$ cat config.mk
export PLATFORM = sky130hd
export DESIGN_NAME = climate_remote_button_sequencer_core_flat
export DESIGN_NICKNAME = d
export VERILOG_FILES = /design/src/design/crbs_pkg.sv /design/src/design/crbs_req_if.sv /design/src/design/crbs_rsp_if.sv /design/src/design/climate_remote_button_sequencer_core.sv /design/src/design/crbs_ctrl.sv /design/src/design/crbs_datapath.sv /design/src/flat_wrapper.sv
export SDC_FILE = /design/constraint.sdc
export NUM_CORES = 1
export LEC_CHECK = 0
export BUFFER_PORTS_ARGS = -buffer_cell sky130_fd_sc_hd__buf_2
export CAP_MARGIN = 0
export CORE_MARGIN = 2
export CORE_UTILIZATION = 45
export DETAILED_ROUTE_END_ITERATION = 16
export GPL_ROUTABILITY_DRIVEN = 0
export SYNTH_ARGS = -nofsm -noshare
export SYNTH_HDL_FRONTEND = slang
export SYNTH_HIERARCHICAL = 1
export SYNTH_SLANG_ARGS = --single-unit
$ cat constraint.sdc
create_clock -name clock -period 7.75 [get_ports clock]
set_input_delay 0.3875 -clock clock [delete_from_list [all_inputs] [get_ports clock]]
set_output_delay 0.3875 -clock clock [all_outputs]
set_load 0.005 [all_outputs]
$ cat src/design/crbs_pkg.sv
`default_nettype none

package crbs_pkg;

   typedef enum logic [1:0] {
      ST_IDLE,
      ST_PLAN,
      ST_EMIT
   } state_type;

   // Commands from the controller to the datapath.
   typedef struct packed {
      logic capture;
      logic plan;
      logic issue;
   } ctrl_cmd_type;

   // Status from the datapath to the controller.
   typedef struct packed {
      logic pend_any;
      logic out_free;
      logic last_press;
   } ctrl_sts_type;

   localparam logic CMD_MOVE   = 1'b0;
   localparam logic CMD_RESYNC = 1'b1;

   localparam logic [1:0] MODE_COOL = 2'd0;
   localparam logic [1:0] MODE_DRY  = 2'd1;
   localparam logic [1:0] MODE_FAN  = 2'd2;

   localparam logic [2:0] BTN_POWER = 3'd0;
   localparam logic [2:0] BTN_MODE  = 3'd1;
   localparam logic [2:0] BTN_UP    = 3'd2;
   localparam logic [2:0] BTN_DOWN  = 3'd3;
   localparam logic [2:0] BTN_FAN   = 3'd4;

   localparam logic REG_TEMP_LOWEST  = 1'b0;
   localparam logic REG_TEMP_HIGHEST = 1'b1;

   localparam logic [5:0] TEMP_LOWEST_RESET  = 6'd15;
   localparam logic [5:0] TEMP_HIGHEST_RESET = 6'd30;

   localparam logic       DEF_POWER = 1'b1;
   localparam logic [1:0] DEF_MODE  = MODE_COOL;
   localparam logic [5:0] DEF_TEMP  = 6'd25;
   localparam logic       DEF_FAN   = 1'b0;

   localparam logic [4:0] MAX_TEMP_PRESSES = 5'd30;

endpackage

`default_nettype wire

$ cat src/design/crbs_req_if.sv
`default_nettype none

interface crbs_req_if;
   logic       valid;
   logic       ready;
   logic       command;
   logic       desired_power;
   logic [1:0] desired_mode;
   logic [6:0] target_temp_half;
   logic       desired_fan;

   modport source (output valid, command, desired_power, desired_mode, target_temp_half,
                   desired_fan, input ready);
   modport sink (input valid, command, desired_power, desired_mode, target_temp_half,
                 desired_fan, output ready);
endinterface

`default_nettype wire

$ cat src/design/crbs_rsp_if.sv
`default_nettype none

interface crbs_rsp_if;
   logic       valid;
   logic       ready;
   logic [2:0] button;
   logic       last;

   modport source (output valid, button, last, input ready);
   modport sink (input valid, button, last, output ready);
endinterface

`default_nettype wire

$ cat src/design/climate_remote_button_sequencer_core.sv
// Channel   Direction  Handshake             Carries
// req_chan  in         valid/ready           command, target power/mode/temp/fan
// rsp_chan  out        valid/ready           button, last
// csr_*     in         csr_wr_en, no stall   temp_lowest (0), temp_highest (1)
//
// A request is captured, planned, then emits its n presses (at most 33), one press per cycle
// while the result side keeps up; a request with no presses still passes through the emit state.
// One request is planned at a time; the next is taken after its final press
// is loaded into the output register. Reset is synchronous and restores the
// limits and the believed unit state. A stalled result holds the press walk.
`default_nettype none

module climate_remote_button_sequencer_core (
   input  wire       clock,
   input  wire       reset,
   crbs_req_if.sink  req_chan,
   crbs_rsp_if.source rsp_chan,
   input  wire       csr_wr_en,
   input  wire       csr_index,
   input  wire [5:0] csr_wr_data
);

   crbs_pkg::ctrl_cmd_type cmd;
   crbs_pkg::ctrl_sts_type sts;

   crbs_ctrl u_ctrl (
      .clock     (clock),
      .reset     (reset),
      .req_valid (req_chan.valid),
      .req_ready (req_chan.ready),
      .sts       (sts),
      .cmd       (cmd)
   );

   crbs_datapath u_datapath (
      .clock               (clock),
      .reset               (reset),
      .csr_wr_en           (csr_wr_en),
      .csr_index           (csr_index),
      .csr_wr_data         (csr_wr_data),
      .in_command          (req_chan.command),
      .in_desired_power    (req_chan.desired_power),
      .in_desired_mode     (req_chan.desired_mode),
      .in_target_temp_half (req_chan.target_temp_half),
      .in_desired_fan      (req_chan.desired_fan),
      .out_valid           (rsp_chan.valid),
      .out_ready           (rsp_chan.ready),
      .out_button          (rsp_chan.button),
      .out_last            (rsp_chan.last),
      .cmd                 (cmd),
      .sts                 (sts)
   );

endmodule

`default_nettype wire

$ cat src/design/crbs_ctrl.sv
`default_nettype none

module crbs_ctrl (
   input  wire                    clock,
   input  wire                    reset,
   input  wire                    req_valid,
   output logic                   req_ready,
   input  crbs_pkg::ctrl_sts_type sts,
   output crbs_pkg::ctrl_cmd_type cmd
);

   crbs_pkg::state_type state_ff;
   crbs_pkg::state_type state_in;

   always_ff @(posedge clock) begin
      if (reset) begin
         state_ff <= crbs_pkg::ST_IDLE;
      end else begin
         state_ff <= state_in;
      end
   end

   always_comb begin
      state_in    = state_ff;
      req_ready   = 1'b0;
      cmd.capture = 1'b0;
      cmd.plan    = 1'b0;
      cmd.issue   = 1'b0;
      case (state_ff)
         crbs_pkg::ST_IDLE: begin
            req_ready = 1'b1;
            if (req_valid) begin
               cmd.capture = 1'b1;
               state_in    = crbs_pkg::ST_PLAN;
            end
         end
         crbs_pkg::ST_PLAN: begin
            cmd.plan = 1'b1;
            state_in = crbs_pkg::ST_EMIT;
         end
         crbs_pkg::ST_EMIT: begin
            if (!sts.pend_any) begin
               state_in = crbs_pkg::ST_IDLE;
            end else if (sts.out_free) begin
               cmd.issue = 1'b1;
               if (sts.last_press) begin
                  state_in = crbs_pkg::ST_IDLE;
               end
            end
         end
         default: begin
            state_in = crbs_pkg::ST_IDLE;
         end
      endcase
   end

endmodule

`default_nettype wire

$ cat src/design/crbs_datapath.sv
`default_nettype none

module crbs_datapath (
   input  wire                    clock,
   input  wire                    reset,
   input  wire                    csr_wr_en,
   input  wire                    csr_index,
   input  wire  [5:0]             csr_wr_data,
   input  wire                    in_command,
   input  wire                    in_desired_power,
   input  wire  [1:0]             in_desired_mode,
   input  wire  [6:0]             in_target_temp_half,
   input  wire                    in_desired_fan,
   output logic                   out_valid,
   input  wire                    out_ready,
   output logic [2:0]             out_button,
   output logic                   out_last,
   input  crbs_pkg::ctrl_cmd_type cmd,
   output crbs_pkg::ctrl_sts_type sts
);

   // Configuration.
   logic [5:0] temp_lowest_ff;
   logic [5:0] temp_highest_ff;

   // Believed unit state.
   logic       power_ff, power_in;
   logic [1:0] mode_ff, mode_in;
   logic [5:0] temp_ff, temp_in;
   logic       fan_ff, fan_in;

   // Captured request.
   logic       cmd_ff;
   logic       tpow_ff;
   logic [1:0] tmode_ff;
   logic [6:0] ttemp_ff;
   logic       tfan_ff;

   // Presses still to emit.
   logic       pwr_pend_ff, pwr_pend_in;
   logic [1:0] mode_cnt_ff, mode_cnt_in;
   logic [4:0] temp_cnt_ff, temp_cnt_in;
   logic       temp_up_ff, temp_up_in;
   logic       fan_pend_ff, fan_pend_in;

   // Output register.
   logic       rsp_valid_ff, rsp_valid_in;
   logic [2:0] button_ff, button_in;
   logic       last_ff, last_in;
   logic       last_press;

   // Planning arithmetic.
   logic [6:0] lo_half;
   logic [6:0] hi_half;
   logic [6:0] t_clip_hi;
   logic [6:0] t_clamped;
   logic [7:0] diff;
   logic       diff_up;
   logic [7:0] diff_mag;
   logic [7:0] mag_round;
   logic [6:0] steps_raw;
   logic [4:0] steps;
   logic [5:0] temp_next;
   logic [2:0] ring_steps;

   always_ff @(posedge clock) begin
      if (reset) begin
         temp_lowest_ff  <= crbs_pkg::TEMP_LOWEST_RESET;
         temp_highest_ff <= crbs_pkg::TEMP_HIGHEST_RESET;
      end else if (csr_wr_en) begin
         if (csr_index == crbs_pkg::REG_TEMP_LOWEST) begin
            temp_lowest_ff <= csr_wr_data;
         end else begin
            temp_highest_ff <= csr_wr_data;
         end
      end
   end

   always_ff @(posedge clock) begin
      if (cmd.capture) begin
         cmd_ff   <= in_command;
         tpow_ff  <= in_desired_power;
         tmode_ff <= in_desired_mode;
         ttemp_ff <= in_target_temp_half;
         tfan_ff  <= in_desired_fan;
      end
   end

   // Clamp down to the upper limit first, then up to the lower one.
   always_comb begin
      lo_half    = {temp_lowest_ff, 1'b0};
      hi_half    = {temp_highest_ff, 1'b0};
      t_clip_hi  = (ttemp_ff > hi_half) ? hi_half : ttemp_ff;
      t_clamped  = (t_clip_hi < lo_half) ? lo_half : t_clip_hi;
      diff       = {1'b0, t_clamped} - {1'b0, temp_ff, 1'b0};
      diff_up    = ~diff[7];
      diff_mag   = diff_up ? diff : (8'd0 - diff);
      mag_round  = diff_mag + 8'd1;
      steps_raw  = mag_round[7:1];
      steps      = (steps_raw > {2'b00, crbs_pkg::MAX_TEMP_PRESSES}) ?
                   crbs_pkg::MAX_TEMP_PRESSES : steps_raw[4:0];
      temp_next  = diff_up ? (temp_ff + {1'b0, steps}) : (temp_ff - {1'b0, steps});
      if (tmode_ff >= mode_ff) begin
         ring_steps = {1'b0, tmode_ff} - {1'b0, mode_ff};
      end else begin
         ring_steps = {1'b0, tmode_ff} + 3'd3 - {1'b0, mode_ff};
      end
   end

   always_comb begin
      power_in     = power_ff;
      mode_in      = mode_ff;
      temp_in      = temp_ff;
      fan_in       = fan_ff;
      pwr_pend_in  = pwr_pend_ff;
      mode_cnt_in  = mode_cnt_ff;
      temp_cnt_in  = temp_cnt_ff;
      temp_up_in   = temp_up_ff;
      fan_pend_in  = fan_pend_ff;
      rsp_valid_in = out_ready ? 1'b0 : rsp_valid_ff;
      button_in    = button_ff;
      last_in      = last_ff;
      last_press   = 1'b0;

      if (cmd.plan) begin
         pwr_pend_in = 1'b0;
         mode_cnt_in = 2'd0;
         temp_cnt_in = 5'd0;
         temp_up_in  = 1'b0;
         fan_pend_in = 1'b0;
         if (cmd_ff == crbs_pkg::CMD_RESYNC) begin
            power_in = crbs_pkg::DEF_POWER;
            mode_in  = crbs_pkg::DEF_MODE;
            temp_in  = crbs_pkg::DEF_TEMP;
            fan_in   = crbs_pkg::DEF_FAN;
         end else begin
            pwr_pend_in = (power_ff != tpow_ff);
            power_in    = tpow_ff;
            if (tpow_ff) begin
               mode_in = tmode_ff;
               // A mode outside the ring is adopted without any presses.
               if (mode_ff != tmode_ff && mode_ff != 2'd3 && tmode_ff != 2'd3) begin
                  mode_cnt_in = ring_steps[1:0];
               end
               if (tmode_ff == crbs_pkg::MODE_COOL) begin
                  temp_cnt_in = steps;
                  temp_up_in  = diff_up;
                  temp_in     = temp_next;
               end
               if (tmode_ff == crbs_pkg::MODE_FAN && fan_ff != tfan_ff) begin
                  fan_pend_in = 1'b1;
                  fan_in      = tfan_ff;
               end
            end
         end
      end

      if (pwr_pend_ff) begin
         button_in  = crbs_pkg::BTN_POWER;
         last_press = (mode_cnt_ff == 2'd0) && (temp_cnt_ff == 5'd0) && !fan_pend_ff;
      end else if (mode_cnt_ff != 2'd0) begin
         button_in  = crbs_pkg::BTN_MODE;
         last_press = (mode_cnt_ff == 2'd1) && (temp_cnt_ff == 5'd0) && !fan_pend_ff;
      end else if (temp_cnt_ff != 5'd0) begin
         button_in  = temp_up_ff ? crbs_pkg::BTN_UP : crbs_pkg::BTN_DOWN;
         last_press = (temp_cnt_ff == 5'd1) && !fan_pend_ff;
      end else begin
         button_in  = crbs_pkg::BTN_FAN;
         last_press = 1'b1;
      end
      last_in = last_press;

      if (cmd.issue) begin
         rsp_valid_in = 1'b1;
         if (pwr_pend_ff) begin
            pwr_pend_in = 1'b0;
         end else if (mode_cnt_ff != 2'd0) begin
            mode_cnt_in = mode_cnt_ff - 2'd1;
         end else if (temp_cnt_ff != 5'd0) begin
            temp_cnt_in = temp_cnt_ff - 5'd1;
         end else begin
            fan_pend_in = 1'b0;
         end
      end else begin
         button_in = button_ff;
         last_in   = last_ff;
      end
   end

   always_ff @(posedge clock) begin
      if (reset) begin
         power_ff     <= crbs_pkg::DEF_POWER;
         mode_ff      <= crbs_pkg::DEF_MODE;
         temp_ff      <= crbs_pkg::DEF_TEMP;
         fan_ff       <= crbs_pkg::DEF_FAN;
         pwr_pend_ff  <= 1'b0;
         mode_cnt_ff  <= 2'd0;
         temp_cnt_ff  <= 5'd0;
         temp_up_ff   <= 1'b0;
         fan_pend_ff  <= 1'b0;
         rsp_valid_ff <= 1'b0;
      end else begin
         power_ff     <= power_in;
         mode_ff      <= mode_in;
         temp_ff      <= temp_in;
         fan_ff       <= fan_in;
         pwr_pend_ff  <= pwr_pend_in;
         mode_cnt_ff  <= mode_cnt_in;
         temp_cnt_ff  <= temp_cnt_in;
         temp_up_ff   <= temp_up_in;
         fan_pend_ff  <= fan_pend_in;
         rsp_valid_ff <= rsp_valid_in;
      end
   end

   always_ff @(posedge clock) begin
      button_ff <= button_in;
      last_ff   <= last_in;
   end

   assign sts.pend_any = pwr_pend_ff || (mode_cnt_ff != 2'd0) || (temp_cnt_ff != 5'd0) ||
                         fan_pend_ff;
   assign sts.out_free = !rsp_valid_ff || out_ready;
   assign sts.last_press = last_press;

   assign out_valid  = rsp_valid_ff;
   assign out_button = button_ff;
   assign out_last   = last_ff;

endmodule

`default_nettype wire

$ cat src/flat_wrapper.sv
// flat-port wrapper written by rule: the top's interface ports become plain ports
module climate_remote_button_sequencer_core_flat 
  (clock, reset, csr_wr_en, csr_index, csr_wr_data, req_chan_valid, req_chan_command, req_chan_desired_power, req_chan_desired_mode, req_chan_target_temp_half, req_chan_desired_fan, req_chan_ready, rsp_chan_valid, rsp_chan_button, rsp_chan_last, rsp_chan_ready);
  crbs_req_if req_chan_i ();
  crbs_rsp_if rsp_chan_i ();
  input  wire clock;
  input  wire reset;
  input  wire csr_wr_en;
  input  wire csr_index;
  input  wire [5:0] csr_wr_data;
  input wire logic [$bits(req_chan_i.valid)-1:0] req_chan_valid;
  input wire logic [$bits(req_chan_i.command)-1:0] req_chan_command;
  input wire logic [$bits(req_chan_i.desired_power)-1:0] req_chan_desired_power;
  input wire logic [$bits(req_chan_i.desired_mode)-1:0] req_chan_desired_mode;
  input wire logic [$bits(req_chan_i.target_temp_half)-1:0] req_chan_target_temp_half;
  input wire logic [$bits(req_chan_i.desired_fan)-1:0] req_chan_desired_fan;
  output wire logic [$bits(req_chan_i.ready)-1:0] req_chan_ready;
  output wire logic [$bits(rsp_chan_i.valid)-1:0] rsp_chan_valid;
  output wire logic [$bits(rsp_chan_i.button)-1:0] rsp_chan_button;
  output wire logic [$bits(rsp_chan_i.last)-1:0] rsp_chan_last;
  input wire logic [$bits(rsp_chan_i.ready)-1:0] rsp_chan_ready;
  assign req_chan_i.valid = req_chan_valid;
  assign req_chan_i.command = req_chan_command;
  assign req_chan_i.desired_power = req_chan_desired_power;
  assign req_chan_i.desired_mode = req_chan_desired_mode;
  assign req_chan_i.target_temp_half = req_chan_target_temp_half;
  assign req_chan_i.desired_fan = req_chan_desired_fan;
  assign req_chan_ready = req_chan_i.ready;
  assign rsp_chan_valid = rsp_chan_i.valid;
  assign rsp_chan_button = rsp_chan_i.button;
  assign rsp_chan_last = rsp_chan_i.last;
  assign rsp_chan_i.ready = rsp_chan_ready;
  climate_remote_button_sequencer_core u_core (.clock(clock), .reset(reset), .req_chan(req_chan_i), .rsp_chan(rsp_chan_i), .csr_wr_en(csr_wr_en), .csr_index(csr_index), .csr_wr_data(csr_wr_data));
endmodule
==> summary.md <==
| Metric | Value |
|---|---|
| Cell variety after synth | 80 |
| Clock Path Buffers | 2 |
| Pint | ~1100 uW |
| Final Hold Fails | 0 |
| Initial Utilization | 46.1% |
| Skew-Pair Late Insertion Delay | 0.30 ns |
| Switch Pwr | 1040 uW |
| Clock network power share | 7.5% |
| Worst IR drop on VDD | about 0.2 mV |
| Syn_nets | 526 |
| Worst-path clk slew | 0.09 ns |
| DPL Wire Length | 6960 um |
| WL per Instance | between 10 and 15 um |
| Post-synth EDFFs | 16 |
| Max Clock Skew | 0.0150 ns |
| Top cell by count, worst path | ha_1 |
| Syn Std Cell Area | 3980 sq um |
| CTS Buf Count | 5 |
| Final Max Tran Viols | 0 |
| Vias post-DR | around 3.5k |
| CTS tree | done |
| WP data arrival | 7.47 ns |
| Crit path largest cell delay | 0.42 ns |
| Sequential share of the synthesized area | 29.6% |
| Post-Syn Area per Cell | 8.48 sq um |
| F_max | 137 MHz |
| Crit path required time | 7.95 ns |
| Remaining antenna violation count | 0 |
| Die X | 98.1 um |
| Slew HR | 40.1% |
| Ports | 30 |
| Area Overhead vs Synth | 12.8% |
| Drt pass-1 iters | 4 |
| Comb pwr share | 77.4% |
| Vias in the first global route | 3181 |
| Die Y | 98.1 um |
| Pin count of the biggest net entering global routing | 38 |
| Placement row count | 34 |
| CP Launch Type | flip-flop |
| Fin crit period | 7.28 ns |
| Switching power share of the total | 48.9% |
| Post-Syn Instances | 470 |
| Tcrit/Tclk final | between 90 and 100% |
| Hold Crit Class | input pin to flip-flop |
| Finish-stage setup viols | 0 |
| PortBufs | 29 |
| CP endpoint kind | flip-flop |
| Hold_ws | 0.252 ns |
| Layout cell share with drive strength beyond 1 | between 10% and 20% |
| Status | finished clean |
| Sequential Power Share | 15.1% |
| Gr usage total | 18.8% |
| Pleak | 0.00184 uW |
| Yosys reg bits | 51 |
| Via density | approximately 5.7 |
| Die area | roughly 9600 sq um |
| Async set or reset register ratio after synthesis | 0% |
| CP max stage cell | edfxtp_1 |
| Initial antenna violation count | 0 |
| Setup CP Type | flip-flop to flip-flop |
| Worst Tran Pin Value | 0.875 ns |
| P per Cell Area | 473 nW/um^2 |
| # hold bufs at CTS | 0 |
| Aggregate global routing overflow | 0 |
| CTS sink count | 51 |
| DR iter-0 viols | 147 |
| CTS root buffer | clkbuf_8 |
| Final WL | 9070 um |
| Fin util | 52.1% |
| Worst-path fanout max | 12 |
| Core footprint | roughly 8600 sq um |
| Number of H-tree levels | 2 |
| Final #Nets | around 560 |
| First-pass GRT wire length | 15100 um |
| Max_cap viols | 0 |
| DRC viols | 0 |
| Main flop type after synthesis | dfxtp_1 |
| YS warnings | 6 |
| Ant. Diodes | 0 |
[layout make-up]
| type | count | area [sq um] |
|---|---|---|
| clock buffers | 7 | 86.3 |
| clock inverters | 1 | 8.76 |
| flip-flops and latches | 51 | 1180 |
| fillers | 849 | 4140 |
| well taps | 108 | 135 |
| inverters | 32 | 120 |
| multi-input cells | 369 | 2690 |
| repair buffers | 44 | 270 |
[per-stage QoR]
stage	total power (uW)	setup WS, ns	setup TNS [ns]	area, sq um	cells
global route	2310	-0.00473	-0.00473	4500	612
finish	2130	0.472	0	4500	612
CTS	2020	0.0460	0	4350	607
floorplan	1550	0.174	0	3980	470
global placement	1840	0.139	0	4250	599
detailed placement	1850	0.0829	0	4250	599
[logic make-up (layout without fill, tap and decap cells)]
family | count (synthesis) | count (layout) | synth area share [%]
buffers and inverters | 50 | 84 | 5.18
XOR/XNOR | 20 | 20 | 4.96
flip-flops | 51 | 51 | 29.6
AND/OR/NAND/NOR | 178 | 178 | 23.5
AO/OA/AOI/OAI | 130 | 130 | 23.6
adder cells (fa/ha/maj) | 32 | 32 | 10.6
multiplexers | 9 | 9 | 2.51
[power groups by stage]
stage	Clock (uW)	Sequential, uW	Combinational (uW)
6_report	160	321	1640
5_1_grt	178	325	1810
4_1_cts	168	321	1540
3_5_place_dp	0	328	1520
3_3_place_gp	0	327	1520
2_1_floorplan	0	319	1230
[routing by layer]
| metal | up-vias | part of all wire (%) | global-route usage, % |
|---|---|---|---|
| li1 | 1781 | - | - |
| met1 | 1630 | 50 | 26.7 |
| met2 | 50 | 47 | 31.0 |
| met3 | 7 | 2.6 | 2.43 |
| met4 | 0 | 0.84 | 3.74 |
| met5 | - | 0 | 0 |
[critical path, delay by kind of cell (launching register included)]
kind,cells,cell delay (ns)
flops,1,0.42
xor+xnor,2,0.45
fa+ha+maj,5,1.58
mux,2,0.66
buf+inv,2,0.32
compound gates,8,1.44
simple gates,14,2.31
[registers in the layout (all words and copies together) (netlist names)]
name                               flops
u_core/u_datapath/mode_ff              2
u_core/u_datapath/tfan_ff              1
u_core/u_datapath/power_ff             1
u_core/u_datapath/cmd_ff               1
u_core/u_datapath/fan_ff               1
u_core/u_datapath/temp_ff              6
u_core/u_datapath/fan_pend_ff          1
u_core/u_datapath/ttemp_ff             7
u_core/u_datapath/mode_cnt_ff          2
u_core/u_ctrl/state_ff                 2
u_core/u_datapath/temp_lowest_ff       6
u_core/u_datapath/tpow_ff              1
u_core/u_datapath/temp_cnt_ff          5
u_core/u_datapath/temp_up_ff           1
u_core/u_datapath/pwr_pend_ff          1
u_core/u_datapath/out_button           3
u_core/u_datapath/temp_highest_ff      6
u_core/u_datapath/tmode_ff             2
u_core/u_datapath/out_valid            1
u_core/u_datapath/out_last             1
[worst paths after layout]
kind / startpoint / end / slack [ns] / depth (start not counted)
worst min-delay path: req_chan_desired_power / u_core/u_datapath/tpow_ff$_DFFE_PP_ / 0.25 / 1
worst max register to register: u_core/u_datapath/ttemp_ff[6]$_DFFE_PP_ / u_core/u_datapath/temp_ff[5]$_SDFFE_PP0P_ / 0.47 / 33
worst max-delay path: u_core/u_datapath/ttemp_ff[6]$_DFFE_PP_ / u_core/u_datapath/temp_ff[5]$_SDFFE_PP0P_ / 0.47 / 33
worst min register to register: u_core/u_datapath/temp_highest_ff[5]$_SDFFE_PP0P_ / u_core/u_datapath/temp_highest_ff[5]$_SDFFE_PP0P_ / 0.48 / 2
[what timing repair did]
action	4_1_cts	5_1_grt
endpoints found under the setup margin	0	4
resized for setup	0	21
buffers inserted	0	5
hold endpoints to repair	0	0
[synthesized netlist by cell type (4+ instances only)]
library cell	n	area, sq um
dfxtp_1	35	701
edfxtp_1	16	480
o211ai_1	7	52.6
nand3b_1	7	52.6
o21ai_1	4	20.0
and2_1	5	31.3
o21ai_0	15	75.1
xor2_1	8	70.1
a211o_1	8	70.1
or3_1	6	37.5
mux2i_1	4	40.0
mux2_2	4	45.0
nor3_1	12	60.1
nor2b_1	7	43.8
nor4_1	4	25.0
clkbuf_1	12	45.0
nand2b_1	7	43.8
xnor2_1	9	78.8
nand3_1	8	40.0
nor2_1	52	195
o22ai_1	7	43.8
a211oi_1	5	37.5
ha_1	29	363
a21oi_1	41	205
or2_2	4	25.0
and3_1	9	56.3
inv_1	30	113
a31oi_1	4	25.0
nand2_1	34	128
[placed cells by master (no fill, tap or decap), types with 3 or more instances in the layout]
cell | netlist | final
o21ai_1 | 4 | 6
or2_2 | 4 | 4
clkbuf_8 | 0 | 6
o22ai_1 | 7 | 7
and2b_1 | 3 | 3
mux2_2 | 4 | 4
dfxtp_1 | 35 | 35
a211o_1 | 8 | 8
nor3_1 | 12 | 12
nor2_2 | 2 | 3
xnor2_1 | 9 | 9
nor4_1 | 4 | 4
nand2b_1 | 7 | 7
a32oi_1 | 3 | 3
edfxtp_1 | 16 | 16
or3_1 | 6 | 6
nand3b_1 | 7 | 7
a211oi_1 | 5 | 5
nor2b_1 | 7 | 7
buf_2 | 3 | 29
xor2_1 | 8 | 6
inv_1 | 30 | 30
nor2_1 | 52 | 49
mux2i_1 | 4 | 4
o211ai_1 | 7 | 7
a21oi_1 | 41 | 40
ha_1 | 29 | 28
o21ai_0 | 15 | 13
and3_1 | 9 | 9
xor2_2 | 3 | 4
a31oi_1 | 4 | 4
and4_4 | 3 | 3
nand3_1 | 8 | 8
nand2_1 | 34 | 34
and2_1 | 5 | 4
buf_4 | 2 | 14
No activity file was read; power rests on OpenSTA's default activity.
